===== src/rtl/core/baro_div.sv =====
// Restoring bit-serial divider, one quotient bit per cycle.
// Depends on nothing beyond its clock and reset.
`timescale 1ns / 1ps
`default_nettype none
module baro_div #(
	parameter int unsigned NW = 48,
	parameter int unsigned DW = 32
) (
	input  wire logic              clk,
	input  wire logic              arst_n,
	input  wire logic              start,
	input  wire logic [NW-1:0]     num,
	input  wire logic [DW-1:0]     den,
	output logic                   busy,
	output logic [NW-1:0]          quo
);
	localparam int unsigned CW = $clog2(NW + 1);
	logic [CW-1:0] cnt_q;
	logic [DW:0]   rem_q;
	logic [NW-1:0] quo_q;
	logic [DW-1:0] den_q;
	logic [DW:0]   shifted;
	logic [DW:0]   diff;
	assign shifted = {rem_q[DW-1:0], quo_q[NW-1]};
	assign diff = shifted - {1'b0, den_q};
	assign busy = (cnt_q != '0);
	assign quo = quo_q;
	always_ff @(posedge clk or negedge arst_n) begin
		if (!arst_n) begin
			cnt_q <= '0;
		end else if (start) begin
			cnt_q <= CW'(NW);
		end else if (busy) begin
			cnt_q <= cnt_q - 1'b1;
		end
	end
	always_ff @(posedge clk) begin
		if (start) begin
			rem_q <= '0;
			quo_q <= num;
			den_q <= den;
		end else if (busy) begin
			if (!diff[DW]) begin
				rem_q <= diff;
				quo_q <= {quo_q[NW-2:0], 1'b1};
			end else begin
				rem_q <= shifted;
				quo_q <= {quo_q[NW-2:0], 1'b0};
			end
		end
	end
endmodule
`default_nettype wire


===== config.mk =====
export PLATFORM = sky130hd
export DESIGN_NAME = baro_div
export DESIGN_NICKNAME = d
export VERILOG_FILES = /design/src/rtl/core/baro_div.sv
export SDC_FILE = /design/constraint.sdc
export NUM_CORES = 1
export LEC_CHECK = 0
export ABC_CLOCK_PERIOD_IN_PS = 4400
export BUFFER_PORTS_ARGS = -buffer_cell sky130_fd_sc_hd__buf_2
export CAP_MARGIN = 20
export CORE_MARGIN = 5
export CORE_UTILIZATION = 44
export CTS_CLUSTER_DIAMETER = 80
export DETAILED_ROUTE_END_ITERATION = 10
export HOLD_SLACK_MARGIN = 0.1
export PLACE_DENSITY = 0.62
export REMOVE_ABC_BUFFERS = 1
export SKIP_CTS_REPAIR_TIMING = 1
export SYNTH_ARGS = -nofsm -noshare
export SYNTH_HDL_FRONTEND = slang
export SYNTH_SLANG_ARGS = --single-unit

===== constraint.sdc =====
create_clock -name clk -period 4.4 [get_ports clk]
set_input_delay 0.66 -clock clk [delete_from_list [all_inputs] [get_ports clk]]
set_output_delay 0.66 -clock clk [all_outputs]
set_load 0.02 [all_outputs]

==> results of run 1 <==
through the flow:
stage | hold WS (ps) | area [um2]
after CTS | 45.4 | 8340
after global routing | 391 | 8370
after global placement | 464 | 7720
after floorplan | 364 | 6760
final | 414 | 8370
after detailed placement | 467 | 7740
logic make-up after synthesis:
logic type                 count (synthesis)  share of synthesized area (%)
adders and majority gates                 34                           6.22
DFF                                      118                           45.9
AOI/OAI and AO/OA                        157                           17.7
xor gates and xnor gates                  23                           2.89
muxes                                     52                           8.32
buffers and inverters                     86                           5.77
and+or+nand+nor                          187                           13.2
layer usage:
metal	global-route usage (%)	routed length, um	vias up
met5	0	0	-
met1	22.9	7300	2589
met3	6.65	1010	19
met2	28.8	7510	138
met4	6.05	274	0
li1	-	-	2652
cell usage in the layout (no fill, tap or decap), drive strengths merged, types with 3 or more instances in the layout:
cell,instances
a211o,3
a211oi,16
a21o,10
a21oi,49
a311oi,18
a31oi,6
buf,136
bufinv,3
clkbuf,17
clkinv,7
dfrtp,6
dfxtp,32
edfxtp,80
ha,33
inv,56
mux2,47
mux2i,5
nand2,68
nand2b,7
nand3,14
nand3b,4
nand4,9
nor2,52
nor2b,3
nor3,14
o2111ai,3
o211ai,7
o21a,6
o21ai,21
o21bai,3
o31ai,3
or3,5
xnor2,16
xor2,7
power by group:
part           leakage [nW]  internal [mW]  total [mW]  switching (mW)
registers              1.15           1.29        1.33          0.0475
logic                  2.09          0.206       0.496           0.290
clock network         0.296          0.893        1.42           0.528
total                  3.54           2.38        3.25           0.865
area by class of cell:
type / count / area share, %
Sequential cell: 118 / 38.2
Clock buffer: 17 / 5.08
Inverter: 52 / 2.33
Timing Repair Buffer: 137 / 8.73
Multi-Input combinational cell: 453 / 40.3
Tap cell: 216 / 3.23
Clock inverter: 15 / 2.12
flip-flops by register name, summed over array words and instances (netlist names):
signal and count:
quo 48, den_q 32, rem_q 32, cnt_q 6
path summary, 6_finish.rpt:
path,startpoint,end,cells after the start
setup / recovery,quo[47]$_DFFE_PP_,rem_q[20]$_SDFFE_PP0P_,12
hold / removal,den[11],den_q[11]$_DFFE_PP_,1
setup reg to reg,quo[47]$_DFFE_PP_,rem_q[20]$_SDFFE_PP0P_,12
hold reg to reg,rem_q[25]$_SDFFE_PP0P_,rem_q[25]$_SDFFE_PP0P_,2
max in group asynchronous,arst_n,cnt_q[1]$_DFFE_PN0P_,2
min in group asynchronous,arst_n,cnt_q[3]$_DFFE_PN0P_,2
==> results.py, run 1 <==
metrics = {
    "critical_path": {
        "path_delay_family": "compound AO/OA/AOI/OAI gates",
        "cp_slowest_stage_delay_ps": 450,
        "cp.required_ps": 4730,
        "crit_chain": "inv_1, ha_1, fa_1, nand2b_1, a21o_1, a211oi_2, a31oi_2, o21ai_4, a21oi_2, nor2_8, a41oi_1, a211oi_1",
        "worstSetupPathType": "reg2reg",
        "crit_arrival_ps": 3570,
        "crit_slowest_cell": "nor2_8",
        "rrSetupSlack_ps": 1160,
        "cp-end-kind": "flop",
        "critPathLaunchType": "flop",
        "cp_max_fo": 28,
        "critPathBufInv": 1,
    },
    "global_route": {
        "grt_use_total_pct": 18.1,
        "grt_max_degree": 55,
        "antenna_found_initial": 0,
        "grt_pass1_vias": 5632,
        "overflow": 0,
        "grt_pass1_wl_um": 26600,
    },
    "floorplanning": {
        "io_pins": 132,
        "start_util_pct": 44.3,
        "rows": 46,
        "die_y_um": 136,
        "fp.coreArea_um2": 15700,
        "fp.dieArea_um2": 18400,
        "fp.dieW_um": 136,
    },
    "yosys": {
        "synthFlopType": "edfxtp_1",
        "synth_cell_type_count": 72,
        "synth_most_common_cell": "edfxtp_1",
        "ys_seq_area_share_pct": 45.9,
        "yosys_warnings": 0,
        "netlist_top_cells_area": "edfxtp_1, dfxtp_1, mux2_2",
        "synth_area_leader_cell": "edfxtp_1",
        "syn_avg_cell_area_um2": 10.6,
        "netlist_area_um2": 6960,
        "synthArstFlopShare_pct": 5.08,
        "ys_ff_latch": 118,
        "synth.top_cell.area_share_pct": 34.5,
        "synth_cells": 657,
        "netlist_top_cells_count": "edfxtp_1, nand2_1, inv_1, nor2_1, mux2_2",
        "synth-edff-count": 80,
    },
    "detailed_routing": {
        "routed_wl_um": 16100,
        "drc_errors": 0,
        "drt-pass1-iter-count": 5,
        "drtIter0Drc": 298,
        "wl_per_cell_um": 16.0,
        "vias": 5398,
        "vias_per_cell": 5.36,
        "ant_nets": 0,
    },
    "cells_and_area": {
        "fin_nets": 896,
        "area_growth_pct": 20.2,
        "num_antenna_cells": 0,
        "drive_gt1_share_pct": 33.7,
        "final_cells": 1008,
        "seq_area_um2": 3190,
        "multi_input_area_um2": 3380,
        "post-route-util_pct": 53.3,
        "n_fill_cell": 1387,
    },
    "clock_network": {
        "cts-htree-levels": 4,
        "clkSinkCount": 118,
        "cts_tree": "done",
        "worstSkewPairLatency_ps": 420,
        "clk_path_buf_depth": 2,
        "path_clk_slew_ps": 60,
        "cts_root_buffer": "clkbuf_16",
        "numCtsBuffers": 17,
    },
    "min_path": {
        "hold_path_class": "in2reg",
    },
    "pwr": {
        "p_per_area_nw_per_um2": 388,
        "fin_total_pwr_mw": 3.25,
        "p_leak_nw": 3.54,
        "irDropWorstVdd_mv": 0.313,
    },
    "placement": {
        "gp_congestion": 0.857,
        "port_buffers": 131,
        "place_ws_ps": 1180,
        "dp_cells": 974,
        "dp_hpwl_um": 11400,
    },
    "run": {
        "cap_viol_max_count": 0,
    },
    "timing": {
        "max_freq_ghz": 0.309,
        "rsz0062_at_grt": "false",
        "timing_hold_violations_final": 0,
        "fin_ws_ps": 1160,
        "post-route-period-util_pct": 73.7,
        "worst_slew_pin_slew_ps": 700,
        "setup_tns_ps": 0,
        "period_minus_slack_ps": 3240,
        "slew_headroom_pct": 53.0,
        "final_max_slew_viol_count": 0,
        "fin_skew_ps": 9.88,
        "setup_violations": 0,
    },
    "outcome": {
        "status": "complete, no violations",
    },
}
Note: power is estimated with default switching activity, not from simulation.
==> run 2: changes to the inputs <==
Settings changed: ABC_CLOCK_PERIOD_IN_PS 4400 to 2900, PLACE_DENSITY 0.62 to 0.64.
Clock period 4.4 ns to 2.9 ns, I/O delays scaled along.
==> run 2 against run 1 <==
Against the previous run:
- the run now ends with setup timing left
- sequential share of layout area shrank 2.6 points
- critical path depth is the same
- count of clock-buffer cells in the layout increased by 1
- via count rose by 4.3%
- non-clock buffer count grew 45
- clock power grew 52%
- flip-flop and latch count stayed put
- final cell count increased by 4.7%
- combinational power rose by 68%
- global-route usage rose by 0.39 points
- largest cell class unchanged
- largest power group unchanged
- highest routed layer unchanged
==> results.py, run 2 (synthesized netlist as in run 1, its figures left out) <==
metrics = {
    "critical_path": {
        "crit_slowest_cell": "edfxtp_1",
        "rrSetupSlack_ps": -90,
        "reg2reg_to": "rem_q[23]$_SDFFE_PP0P_",
        "path_delay_family": "compound AO/OA/AOI/OAI gates",
        "critPathLaunchType": "flop",
        "cp-end-kind": "flop",
        "reg2reg_depth": 12,
        "cp_slowest_stage_delay_ps": 400,
        "cp_max_fo": 5,
        "critPathBufInv": 1,
        "crit_chain": "ha_2, fa_2, nand2b_4, a21o_1, a211oi_2, a31oi_2, o21ai_4, a21o_1, nand2_8, buf_4, a211oi_1, nor3_1",
        "cp.required_ps": 3190,
        "crit_top_cell": "a21o_1",
        "crit_arrival_ps": 3280,
        "worstSetupPathType": "reg2reg",
        "r2r-start": "den_q[0]$_DFFE_PP_",
    },
    "timing": {
        "final_max_slew_viol_count": 0,
        "worst_slew_pin_slew_ps": 466,
        "rsz0062_at_grt": "true",
        "timing_hold_violations_final": 0,
        "setup_violations": 24,
        "slew_headroom_pct": 69.0,
        "post-route-period-util_pct": 103,
        "setup_tns_ps": -788,
        "fin_skew_ps": 9.57,
        "max_freq_ghz": 0.335,
        "period_minus_slack_ps": 2990,
        "hold_slack_ps": 188,
        "fin_ws_ps": -88.5,
    },
    "placement": {
        "dp_hpwl_um": 12300,
        "placed_area_um2": 8050,
        "place_ws_ps": -187,
        "gp_congestion": 0.882,
        "port_buffers": 131,
        "dp_cells": 1012,
    },
    "clock_network": {
        "cts_tree": "done",
        "path_clk_slew_ps": 60,
        "cts-htree-levels": 4,
        "cts_root_buffer": "clkbuf_16",
        "worstSkewPairLatency_ps": 420,
        "numCtsBuffers": 17,
        "clkSinkCount": 118,
        "clk_path_buf_depth": 2,
    },
    "detailed_routing": {
        "drt-pass1-iter-count": 5,
        "wl_per_cell_um": 16.5,
        "vias": 5631,
        "vias_per_cell": 5.34,
        "ant_nets": 0,
        "routed_wl_um": 17400,
        "drc_errors": 0,
        "drtIter0Drc": 270,
    },
    "cells_and_area": {
        "area_growth_pct": 29.1,
        "drive_gt1_share_pct": 40.3,
        "num_antenna_cells": 0,
        "final_cells": 1055,
        "fin_nets": 943,
        "largest_reg_flops": 48,
        "final_common_cell": "buf_2",
        "post-route-util_pct": 57.2,
        "fin_area_um2": 8990,
        "mostFrequentLayoutCells": "buf_2, edfxtp_1, inv_1, nor2_1, mux2_2",
    },
    "global_route": {
        "grt_max_degree": 49,
        "overflow": 0,
        "antenna_found_initial": 0,
        "grt_pass1_wl_um": 27400,
        "grt_pass1_vias": 5816,
        "grt_use_total_pct": 18.5,
    },
    "floorplanning": {
        "io_pins": 132,
        "die_y_um": 136,
        "rows": 46,
        "fp.coreArea_um2": 15700,
        "fp.dieArea_um2": 18400,
        "fp.dieW_um": 136,
        "start_util_pct": 44.3,
    },
    "run": {
        "cap_viol_max_count": 0,
    },
    "pwr": {
        "irDropWorstVdd_mv": 0.600,
        "fin_total_pwr_mw": 5.02,
        "p_leak_nw": 3.83,
        "p_per_area_nw_per_um2": 558,
    },
    "min_path": {
        "hold_path_class": "in2reg",
        "hold_path_depth": 1,
        "holdPathEnd": "den_q[12]$_DFFE_PP_",
        "hp-start": "den[12]",
    },
    "outcome": {
        "violations": "setup timing",
        "status": "finished with violations",
    },
}
run 2: cell types whose count changed in the layout (fill, tap and decap cells not counted), sizes merged:
cell	previous run	this run
buf	136	180
clkbuf	17	19
clkinv	7	9
inv	56	54
nor2	52	54
clkinvlp	1	0
run 2: cell type report:
class / count / area, um2
clock buffers: 18 / 429
clock inverters: 14 / 175
fillers: 1309 / 6720
inverters: 52 / 195
multi-input cells: 455 / 3570
flip-flops and latches: 118 / 3190
well taps: 216 / 270
repair buffers: 182 / 1160
run 2: layer usage:
metal | wire length (um) | global-route usage (%) | vias to the layer above
met3 | 1240 | 6.58 | 31
met2 | 8090 | 29.6 | 180
met4 | 405 | 7.05 | 0
li1 | - | - | 2755
met5 | 0 | 0 | -
met1 | 7680 | 23.0 | 2665
run 2: how the worst max path moves through the flow:
stage	from	cells after the start	to	slack [ps]
3_5_place_dp	den_q[0]$_DFFE_PP_	11	rem_q[20]$_SDFFE_PP0P_	-190
5_1_grt	den_q[0]$_DFFE_PP_	12	rem_q[23]$_SDFFE_PP0P_	-190
4_1_cts	den_q[0]$_DFFE_PP_	11	rem_q[2]$_SDFFE_PP0P_	-230
6_report	den_q[0]$_DFFE_PP_	12	rem_q[23]$_SDFFE_PP0P_	-90
2_1_floorplan	cnt_q[0]$_DFFE_PN0P_	5	quo[0]$_DFFE_PP_	-1390
3_3_place_gp	quo[47]$_DFFE_PP_	12	rem_q[2]$_SDFFE_PP0P_	-120
run 2: worst register-to-register path: stages, from the launching register on:
cell	delay (ps)
edfxtp_1	400
ha_2	220
fa_2	340
nand2b_4	150
a21o_1	190
a211oi_2	270
a31oi_2	150
o21ai_4	250
a21o_1	300
nand2_8	110
buf_4	160
a211oi_1	250
nor3_1	80
run 2: report_power, final:
part	total (mW)	leakage (nW)	switching, mW	internal (mW)
sequential	2.03	1.15	0.0765	1.95
clock	2.16	0.299	0.804	1.36
combinational	0.831	2.38	0.467	0.364
total	5.02	3.83	1.35	3.67
